### config.mk
export PLATFORM = sky130hd
export DESIGN_NAME = console_line_editor_core
export DESIGN_NICKNAME = d
export VERILOG_FILES = /design/src/hdl/cle_pkg.sv /design/src/hdl/console_line_editor_core.sv /design/src/hdl/cle_controller.sv /design/src/hdl/cle_datapath.sv
export SDC_FILE = /design/constraint.sdc
export NUM_CORES = 2
export LEC_CHECK = 0
export BUFFER_PORTS_ARGS = -buffer_cell sky130_fd_sc_hd__buf_2
export CAP_MARGIN = 20
export CORE_ASPECT_RATIO = 1.1
export CORE_MARGIN = 8
export CORE_UTILIZATION = 60
export CTS_CLUSTER_SIZE = 28
export DETAILED_ROUTE_END_ITERATION = 8
export PLACE_DENSITY_LB_ADDON = 0.05
export SYNTH_ARGS = -nofsm -noshare
export SYNTH_HDL_FRONTEND = slang
export SYNTH_SLANG_ARGS = --single-unit
### constraint.sdc
create_clock -name clk -period 11.27 [get_ports clk]
set_input_delay 2.254 -clock clk [delete_from_list [all_inputs] [get_ports clk]]
set_output_delay 2.254 -clock clk [all_outputs]
set_load 0.1 [all_outputs]
### src/hdl/cle_pkg.sv
package cle_pkg;

  // control key codes
  localparam logic [7:0] KEY_KILL  = 8'h15;
  localparam logic [7:0] KEY_BS    = 8'h08;
  localparam logic [7:0] KEY_DEL   = 8'h7f;
  localparam logic [7:0] KEY_TASKS = 8'h10;
  localparam logic [7:0] KEY_EOF   = 8'h04;
  localparam logic [7:0] KEY_CR    = 8'h0d;
  localparam logic [7:0] KEY_NL    = 8'h0a;
  localparam logic [7:0] KEY_NUL   = 8'h00;

  // commands from controller to datapath
  typedef struct packed {
    logic load;
    logic walk;
    logic finish;
    logic out_load;
  } cmd_t;

  // status from datapath to controller
  typedef struct packed {
    logic is_kill;
    logic walk_done;
  } status_t;

  // one result item
  typedef struct packed {
    logic       echo_valid;
    logic [7:0] echo_char;
    logic [7:0] erase_count;
    logic       show_tasks;
    logic       read_valid;
    logic [7:0] read_char;
    logic       read_empty;
    logic       read_eof;
    logic       read_stop;
    logic       line_end;
  } result_t;

endpackage

### src/hdl/console_line_editor_core.sv
// Console line editor core: canonical line editing over a ring of BUF_DEPTH bytes.
// Input channel (in_valid / in_stall) carries one item: operation 0 is a received
// key in key_char, operation 1 asks for one committed byte, read_start marking the
// first request of a read call. Output channel (out_valid / out_stall) returns
// exactly one result item per input item, in order.
// An accepted item passes through state EXEC, where a line kill walks back over up to
// BUF_DEPTH - 1 erased characters one at a time, reading the line store once a cycle
// through its single read port, then state DONE, which loads the output register.
// A new item is taken only after the previous one has left DONE.
// The next item is taken while the previous result still waits in the output
// register; if the receiver keeps stalling, the finished result of that next item
// waits inside and in_stall stays high until the output register frees.
// Reset (rst, synchronous) empties the ring: read, commit and edit indices go to
// zero and no result is pending. The line store itself needs no clearing.
module console_line_editor_core #(
  parameter int BUF_DEPTH = 128
) (
  input  logic       clk,
  input  logic       rst,
  input  logic       in_valid,
  output logic       in_stall,
  input  logic       operation,
  input  logic [7:0] key_char,
  input  logic       read_start,
  output logic       out_valid,
  input  logic       out_stall,
  output logic       echo_valid,
  output logic [7:0] echo_char,
  output logic [7:0] erase_count,
  output logic       show_tasks,
  output logic       read_valid,
  output logic [7:0] read_char,
  output logic       read_empty,
  output logic       read_eof,
  output logic       read_stop,
  output logic       line_end
);

  cle_pkg::cmd_t    cmd;
  cle_pkg::status_t sts;
  cle_pkg::result_t result;

  // sequencing
  cle_controller u_ctrl (
    .clk       (clk),
    .rst       (rst),
    .in_valid  (in_valid),
    .in_stall  (in_stall),
    .out_valid (out_valid),
    .out_stall (out_stall),
    .sts       (sts),
    .cmd       (cmd)
  );

  // ring, indices and result registers
  cle_datapath #(
    .BUF_DEPTH (BUF_DEPTH)
  ) u_dp (
    .clk        (clk),
    .rst        (rst),
    .operation  (operation),
    .key_char   (key_char),
    .read_start (read_start),
    .cmd        (cmd),
    .sts        (sts),
    .result     (result)
  );

  // result fields to ports
  assign echo_valid  = result.echo_valid;
  assign echo_char   = result.echo_char;
  assign erase_count = result.erase_count;
  assign show_tasks  = result.show_tasks;
  assign read_valid  = result.read_valid;
  assign read_char   = result.read_char;
  assign read_empty  = result.read_empty;
  assign read_eof    = result.read_eof;
  assign read_stop   = result.read_stop;
  assign line_end    = result.line_end;

endmodule

### src/hdl/cle_controller.sv
module cle_controller (
  input  logic              clk,
  input  logic              rst,
  input  logic              in_valid,
  output logic              in_stall,
  output logic              out_valid,
  input  logic              out_stall,
  input  cle_pkg::status_t  sts,
  output cle_pkg::cmd_t     cmd
);

  localparam logic [1:0] S_IDLE = 2'd0;
  localparam logic [1:0] S_EXEC = 2'd1;
  localparam logic [1:0] S_DONE = 2'd2;

  logic [1:0] state;
  logic [1:0] state_next;
  logic       out_valid_next;
  logic       out_free;

  // output register can take a new item
  assign out_free = !out_valid || !out_stall;
  assign in_stall = (state != S_IDLE);

  // next state and commands
  always_comb begin
    cmd            = '0;
    state_next     = state;
    out_valid_next = out_valid && out_stall;
    case (state)
      S_IDLE: begin
        if (in_valid) begin
          cmd.load   = 1'b1;
          state_next = S_EXEC;
        end
      end
      S_EXEC: begin
        if (sts.is_kill && !sts.walk_done) begin
          cmd.walk = 1'b1;
        end else begin
          cmd.finish = 1'b1;
          state_next = S_DONE;
        end
      end
      S_DONE: begin
        if (out_free) begin
          cmd.out_load   = 1'b1;
          out_valid_next = 1'b1;
          state_next     = S_IDLE;
        end
      end
      default: begin
        state_next = S_IDLE;
      end
    endcase
  end

  // state registers
  always_ff @(posedge clk) begin
    if (rst) begin
      state     <= S_IDLE;
      out_valid <= 1'b0;
    end else begin
      state     <= state_next;
      out_valid <= out_valid_next;
    end
  end

  // a waiting result is never overwritten
  a_no_overwrite: assert property (@(posedge clk) disable iff (rst)
    cmd.out_load |-> out_free)
    else $error("result loaded while output still stalled");

  // one item at a time
  a_load_then_busy: assert property (@(posedge clk) disable iff (rst)
    cmd.load |=> in_stall && !cmd.load)
    else $error("item accepted while previous item in progress");

  // an item finishes once
  a_single_finish: assert property (@(posedge clk) disable iff (rst)
    cmd.finish |=> !cmd.finish && !cmd.walk)
    else $error("item finished twice or walk after finish");

endmodule

### src/hdl/cle_datapath.sv
module cle_datapath #(
  parameter int BUF_DEPTH = 128
) (
  input  logic              clk,
  input  logic              rst,
  input  logic              operation,
  input  logic [7:0]        key_char,
  input  logic              read_start,
  input  cle_pkg::cmd_t     cmd,
  output cle_pkg::status_t  sts,
  output cle_pkg::result_t  result
);

  localparam int IDX_MOD = 2 * BUF_DEPTH;
  localparam int IW      = $clog2(IDX_MOD);
  localparam int SW      = $clog2(BUF_DEPTH);
  localparam int CW      = $clog2(BUF_DEPTH + 1);
  localparam logic [IW-1:0] IDX_LAST = IW'(IDX_MOD - 1);
  localparam logic [IW-1:0] IDX_MODV = IW'(IDX_MOD);
  localparam logic [IW-1:0] DEPTH_I  = IW'(BUF_DEPTH);
  localparam logic [IW-1:0] DEPTH_M1 = IW'(BUF_DEPTH - 1);

  // ring index helpers, indices run modulo twice the depth
  function automatic logic [IW-1:0] idx_inc(input logic [IW-1:0] a);
    return (a == IDX_LAST) ? '0 : a + IW'(1);
  endfunction

  function automatic logic [IW-1:0] idx_dec(input logic [IW-1:0] a);
    return (a == '0) ? IDX_LAST : a - IW'(1);
  endfunction

  function automatic logic [IW-1:0] idx_sub(input logic [IW-1:0] a, input logic [IW-1:0] b);
    return (a >= b) ? a - b : a - b + IDX_MODV;
  endfunction

  function automatic logic [SW-1:0] slot(input logic [IW-1:0] a);
    logic [IW-1:0] t;
    t = (a >= DEPTH_I) ? a - DEPTH_I : a;
    return t[SW-1:0];
  endfunction

  logic [7:0]    line_store [BUF_DEPTH];
  logic [7:0]    rd_data;
  logic [SW-1:0] rd_slot;
  logic [SW-1:0] wr_slot;
  logic          wr_en;
  logic [7:0]    store_char;

  logic          op;
  logic [7:0]    key;
  logic          first;
  logic [IW-1:0] read_index;
  logic [IW-1:0] commit_index;
  logic [IW-1:0] edit_index;
  logic [IW-1:0] read_index_next;
  logic [IW-1:0] commit_index_next;
  logic [IW-1:0] edit_index_next;
  logic [IW-1:0] edit_inc;
  logic [IW-1:0] fill;
  logic [CW-1:0] kill_count;
  cle_pkg::result_t res;
  cle_pkg::result_t res_next;

  // read address: popped byte or char before edit point, one step ahead during walk
  always_comb begin
    if (cmd.load) begin
      rd_slot = operation ? slot(read_index) : slot(idx_dec(edit_index));
    end else begin
      rd_slot = slot(idx_dec(idx_dec(edit_index)));
    end
  end

  assign store_char = (key == cle_pkg::KEY_CR) ? cle_pkg::KEY_NL : key;
  assign wr_slot    = slot(edit_index);
  assign edit_inc   = idx_inc(edit_index);
  assign fill       = idx_sub(edit_index, read_index);

  // status for the controller
  assign sts.is_kill   = !op && (key == cle_pkg::KEY_KILL);
  assign sts.walk_done = (edit_index == commit_index) || (rd_data == cle_pkg::KEY_NL);

  // item execution
  always_comb begin
    read_index_next   = read_index;
    commit_index_next = commit_index;
    edit_index_next   = edit_index;
    res_next          = '0;
    wr_en             = 1'b0;
    if (cmd.walk) begin
      edit_index_next = idx_dec(edit_index);
    end
    if (cmd.finish) begin
      if (!op) begin
        if (key == cle_pkg::KEY_KILL) begin
          res_next.erase_count = 8'(kill_count);
        end else if (key == cle_pkg::KEY_BS || key == cle_pkg::KEY_DEL) begin
          if (edit_index != commit_index) begin
            edit_index_next      = idx_dec(edit_index);
            res_next.erase_count = 8'd1;
          end
        end else if (key == cle_pkg::KEY_TASKS) begin
          res_next.show_tasks = 1'b1;
        end else if (key != cle_pkg::KEY_NUL && fill < DEPTH_I) begin
          res_next.echo_valid = 1'b1;
          res_next.echo_char  = store_char;
          wr_en               = 1'b1;
          edit_index_next     = edit_inc;
          if (store_char == cle_pkg::KEY_NL || store_char == cle_pkg::KEY_EOF ||
              fill == DEPTH_M1) begin
            commit_index_next = edit_inc;
          end
        end
      end else begin
        if (read_index == commit_index) begin
          res_next.read_empty = 1'b1;
        end else if (rd_data == cle_pkg::KEY_EOF) begin
          if (first) begin
            read_index_next   = idx_inc(read_index);
            res_next.read_eof = 1'b1;
          end else begin
            res_next.read_stop = 1'b1;
          end
        end else begin
          read_index_next     = idx_inc(read_index);
          res_next.read_valid = 1'b1;
          res_next.read_char  = rd_data;
          res_next.line_end   = (rd_data == cle_pkg::KEY_NL);
        end
      end
    end
  end

  // line store, registered read
  always_ff @(posedge clk) begin
    if (wr_en) begin
      line_store[wr_slot] <= store_char;
    end
    rd_data <= line_store[rd_slot];
  end

  // ring indices
  always_ff @(posedge clk) begin
    if (rst) begin
      read_index   <= '0;
      commit_index <= '0;
      edit_index   <= '0;
    end else begin
      read_index   <= read_index_next;
      commit_index <= commit_index_next;
      edit_index   <= edit_index_next;
    end
  end

  // item latch, erase counter, result registers
  always_ff @(posedge clk) begin
    if (cmd.load) begin
      op    <= operation;
      key   <= key_char;
      first <= read_start;
    end
    if (cmd.load) begin
      kill_count <= '0;
    end else if (cmd.walk) begin
      kill_count <= kill_count + CW'(1);
    end
    if (cmd.finish) begin
      res <= res_next;
    end
    if (cmd.out_load) begin
      result <= res;
    end
  end

  // ring never holds more than its depth
  a_fill_bound: assert property (@(posedge clk) disable iff (rst)
    idx_sub(edit_index, read_index) <= DEPTH_I)
    else $error("ring overfilled");

  // committed end lies between read and edit points
  a_commit_order: assert property (@(posedge clk) disable iff (rst)
    idx_sub(commit_index, read_index) <= idx_sub(edit_index, read_index))
    else $error("commit index outside read..edit span");

endmodule
==> impl_metrics.env <==
export IMPL_holdCritPathClass="flop to flop"
export IMPL_cp_buffers_inverters=4
export IMPL_clk_latency_ps=690
export IMPL_layout_drive_gt1_share_pct=11.47
export IMPL_pwr_share_comb_pct=11.1
export IMPL_fin_tns_setup_ps=0
export IMPL_post_route_util_pct=67.69
export IMPL_power_total_mw=9.346
export IMPL_totalWireLength_um=122300
export IMPL_endpoint_kind="flop"
export IMPL_p_int_mw=7.018
export IMPL_firstDrtPassIters=8
export IMPL_setup_viol=0
export IMPL_cts_setup_buffers=0
export IMPL_sequentialPowerShare_pct=50.5
export IMPL_finalHoldViolCount=0
export IMPL_cts_root_buf="clkbuf_16"
export IMPL_max_clock_freq_ghz=0.1417
export IMPL_status="completed"
export IMPL_path_clk_slew_ps=70
export IMPL_cap_violations=0
export IMPL_area_delta_synth_final_pct=11.72
export IMPL_routedWlPerCell_um=25.80
export IMPL_start_kind="primary input"
export IMPL_period_needed_ps=7056
export IMPL_ys_types=74
export IMPL_worst_pin_slew_ps=1067
export IMPL_cp_startpoint="in_valid"
export IMPL_grt_pass1_wl_um=183500
export IMPL_slew_headroom_pct=28.22
export IMPL_leakage_nw=17.78
export IMPL_fillers=5350
export IMPL_layout_nets=3644
export IMPL_crit_chain="buf_2 -> or3b_2 -> inv_1 -> a211oi_1 -> o211a_4 -> buf_4 -> buf_12 -> mux2i_1 -> mux2i_1 -> mux2i_1 -> mux2i_1 -> o2111ai_1 -> a21boi_0 -> o211ai_1"
export IMPL_rows=107
export IMPL_yosys_warnings=0
export IMPL_cts_tree="yes"
export IMPL_ys_flop_type="edfxtp_1"
export IMPL_cp_arrival_ps=7590
export IMPL_grt_usage_pct=27.70
export IMPL_path_delay_family="compound AO/OA/AOI/OAI gates"
export IMPL_swShare_pct=24.90
export IMPL_worstSetupPathType="primary input to flop"
export IMPL_antenna_found_initial=0
export IMPL_netSwitchingPower_mw=2.327
export IMPL_portBuffers=46
export IMPL_path_common_cell="mux2i_1"
export IMPL_ys_ff_latch=1139
export IMPL_crit_slowest_cell="a21boi_0"
export IMPL_cp_required_ps=11800
export IMPL_synth_edff_count=1096
export IMPL_cpPeakStageDelay_ps=720
export IMPL_mappedNetlistNets=3601
export IMPL_vias=30550
export IMPL_dp_cells=4525
export IMPL_first_iter_violations=3382
export IMPL_htreeDepth=3
export IMPL_final_setup_skew_ps=33.10
export IMPL_hold_buffers=0
export IMPL_syn_inst=3572
export IMPL_die_h_um=309.4
export IMPL_die_area_um2=87500
export IMPL_place_hpwl_um=70550
export IMPL_whs_ps=415.2
export IMPL_cts_path_max_buffers=3
export IMPL_cts_inserted_buffers=110
export IMPL_rsz0062_at_grt="no"
export IMPL_clock_sinks=1139
export IMPL_ir_worst_vdd_mv=0.1897
export IMPL_avgSynthCellArea_um2=13.15
export IMPL_grt_max_degree=188
export IMPL_viasPerCell=6.442
export IMPL_die_width_um=282.8
export IMPL_initial_core_util_pct=60.59
export IMPL_p_clk_share_pct=38.4
export IMPL_slew_violations=0
export IMPL_hp_start="u_dp.res[24]$_SDFFCE_PP0P_"
export IMPL_synth_area_um2=46970
export IMPL_drc=0
export IMPL_synth_yosys_seq_area_share_pct=71.91
export IMPL_grt_pass1_vias=29500
export IMPL_globalplace_congestion=0.8783
export IMPL_powerDensity_nw_per_um2=178.1
export IMPL_ant_nets=0
export IMPL_ys_async_sr_fraction_pct=0
export IMPL_ctsResizeCount=0
export IMPL_fin_crit_sh_pct=62.61
export IMPL_overflow=0
export IMPL_crit_fanout=150
export IMPL_ios=47
export IMPL_instances_no_fill=4742
export IMPL_r2r_start="u_dp.edit_index[0]$_SDFF_PP0_"
export IMPL_core_area_um2=77520
[path summary, 6_finish.rpt]
path / cells after the start / to / slack [ps]
min reg2reg: 0 / u_dp.result[24]$_DFFE_PP_ / 420
max: 14 / u_dp.rd_data[3]$_DFF_P_ / 4210
max reg2reg: 14 / u_dp.rd_data[3]$_DFF_P_ / 4810
min: 0 / u_dp.result[24]$_DFFE_PP_ / 420
[state kept, by name, indices dropped and copies added, names as in the netlist, 2 cells and up]
signal	flops
u_dp.commit_index	8
u_dp.res	31
u_ctrl.state	2
u_dp.kill_count	8
u_dp.rd_data	8
u_dp.key	8
u_dp.line_store	1024
u_dp.result	31
u_dp.edit_index	8
u_dp.read_index	8
[worst reg2reg max path: cells and delay by family, from the launching register on]
| family | cells | cell delay [ps] |
|---|---|---|
| buffers and inverters | 3 | 1640 |
| flip-flops | 1 | 790 |
| AO/OA/AOI/OAI | 5 | 2470 |
| adder cells (fa/ha/maj) | 1 | 310 |
| multiplexers | 4 | 920 |
| AND/OR/NAND/NOR | 1 | 180 |
[cell type report]
cell class	count	area [µm²]	area share, %
inverters	24	90.09	0.1717
repair buffers	211	1584	3.019
clock inverters	60	524.3	0.9991
multi-input cells	2129	12220	23.29
diodes	1	2.502	0.004769
well taps	1035	1295	2.468
clock buffers	143	2982	5.682
flip-flops and latches	1139	33770	64.36
[kinds of logic (layout without fill, tap and decap cells)]
family,count (synthesis),in the layout,share of synthesized area (%)
AO/OA/AOI/OAI,564,564,8.099
adder cells (fa/ha/maj),15,15,0.4156
multiplexers,128,128,2.733
other,0,1,0
AND/OR/NAND/NOR,1377,1377,13.30
buffers and inverters,304,438,2.704
XOR/XNOR,45,45,0.8392
flip-flops,1139,1139,71.91
[synth_stat cells (8+ instances only)]
cell | count | area share, %
nor3_1 | 23 | 0.25
o211ai_1 | 11 | 0.18
buf_1 | 35 | 0.28
nor4_1 | 127 | 1.7
ha_1 | 14 | 0.37
xor2_1 | 16 | 0.30
or3_1 | 8 | 0.11
mux2i_1 | 126 | 2.7
buf_4 | 9 | 0.14
a31oi_1 | 26 | 0.35
nand2_1 | 738 | 5.9
buf_2 | 69 | 0.74
edfxtp_1 | 1096 | 70
a21oi_1 | 239 | 2.5
a221oi_1 | 98 | 1.8
a22oi_1 | 24 | 0.38
and3_1 | 52 | 0.69
clkbuf_1 | 165 | 1.3
a211oi_1 | 14 | 0.22
nand3_1 | 266 | 2.8
and2_1 | 23 | 0.31
a311oi_1 | 58 | 1.1
dfxtp_1 | 43 | 1.8
inv_1 | 23 | 0.18
o21ai_0 | 39 | 0.42
xnor2_1 | 29 | 0.54
o2111ai_1 | 8 | 0.15
a311o_1 | 8 | 0.17
nor2_1 | 90 | 0.72
[power by group through the flow]
stage	sequential (mW)	clock (mW)	combinational, mW
global route	4.71	3.79	1.12
CTS	4.71	3.63	1.03
finish	4.72	3.59	1.04
floorplan	4.80	0	0.678
detailed placement	4.80	0	1.02
global placement	4.80	0	1.00
[stage by stage]
stage | instance area (µm²) | setup slack [ps]
floorplan | 46970 | 6403
global placement | 48780 | 3582
detailed placement | 48830 | 3432
CTS | 52330 | 4134
global route | 52470 | 4042
finish | 52470 | 4214
[routing by layer]
layer	wire, µm	share of wire [%]	vias up	global-route usage (%)
met5	0	0	-	0
met4	5125	4.2	0	11.29
met3	9967	8.1	254	4.321
met2	58260	48	1436	44.25
met1	49000	40	15280	38.24
li1	-	-	13580	-
[placed cells by master (no fill, tap or decap), types with 9 or more instances in the layout]
master	Yosys	final
edfxtp_1	1096	1096
nand2_1	738	738
nand3_1	266	266
a21oi_1	239	237
buf_4	9	157
mux2i_1	126	126
clkbuf_16	0	114
a221oi_1	98	98
nor4_1	127	93
nor2_1	90	89
a311oi_1	58	58
and3_1	52	52
buf_2	69	46
dfxtp_1	43	43
o21ai_0	39	39
nor4_2	2	36
xnor2_1	29	29
clkbuf_1	165	27
a31oi_1	26	26
clkinv_1	1	25
a22oi_1	24	24
clkinv_2	0	24
and2_1	23	23
inv_1	23	23
nor3_1	23	23
xor2_1	16	16
a211oi_1	14	14
ha_1	14	14
o211ai_1	11	11
bufinv_16	0	9
Power figures use the tool's default switching activity.
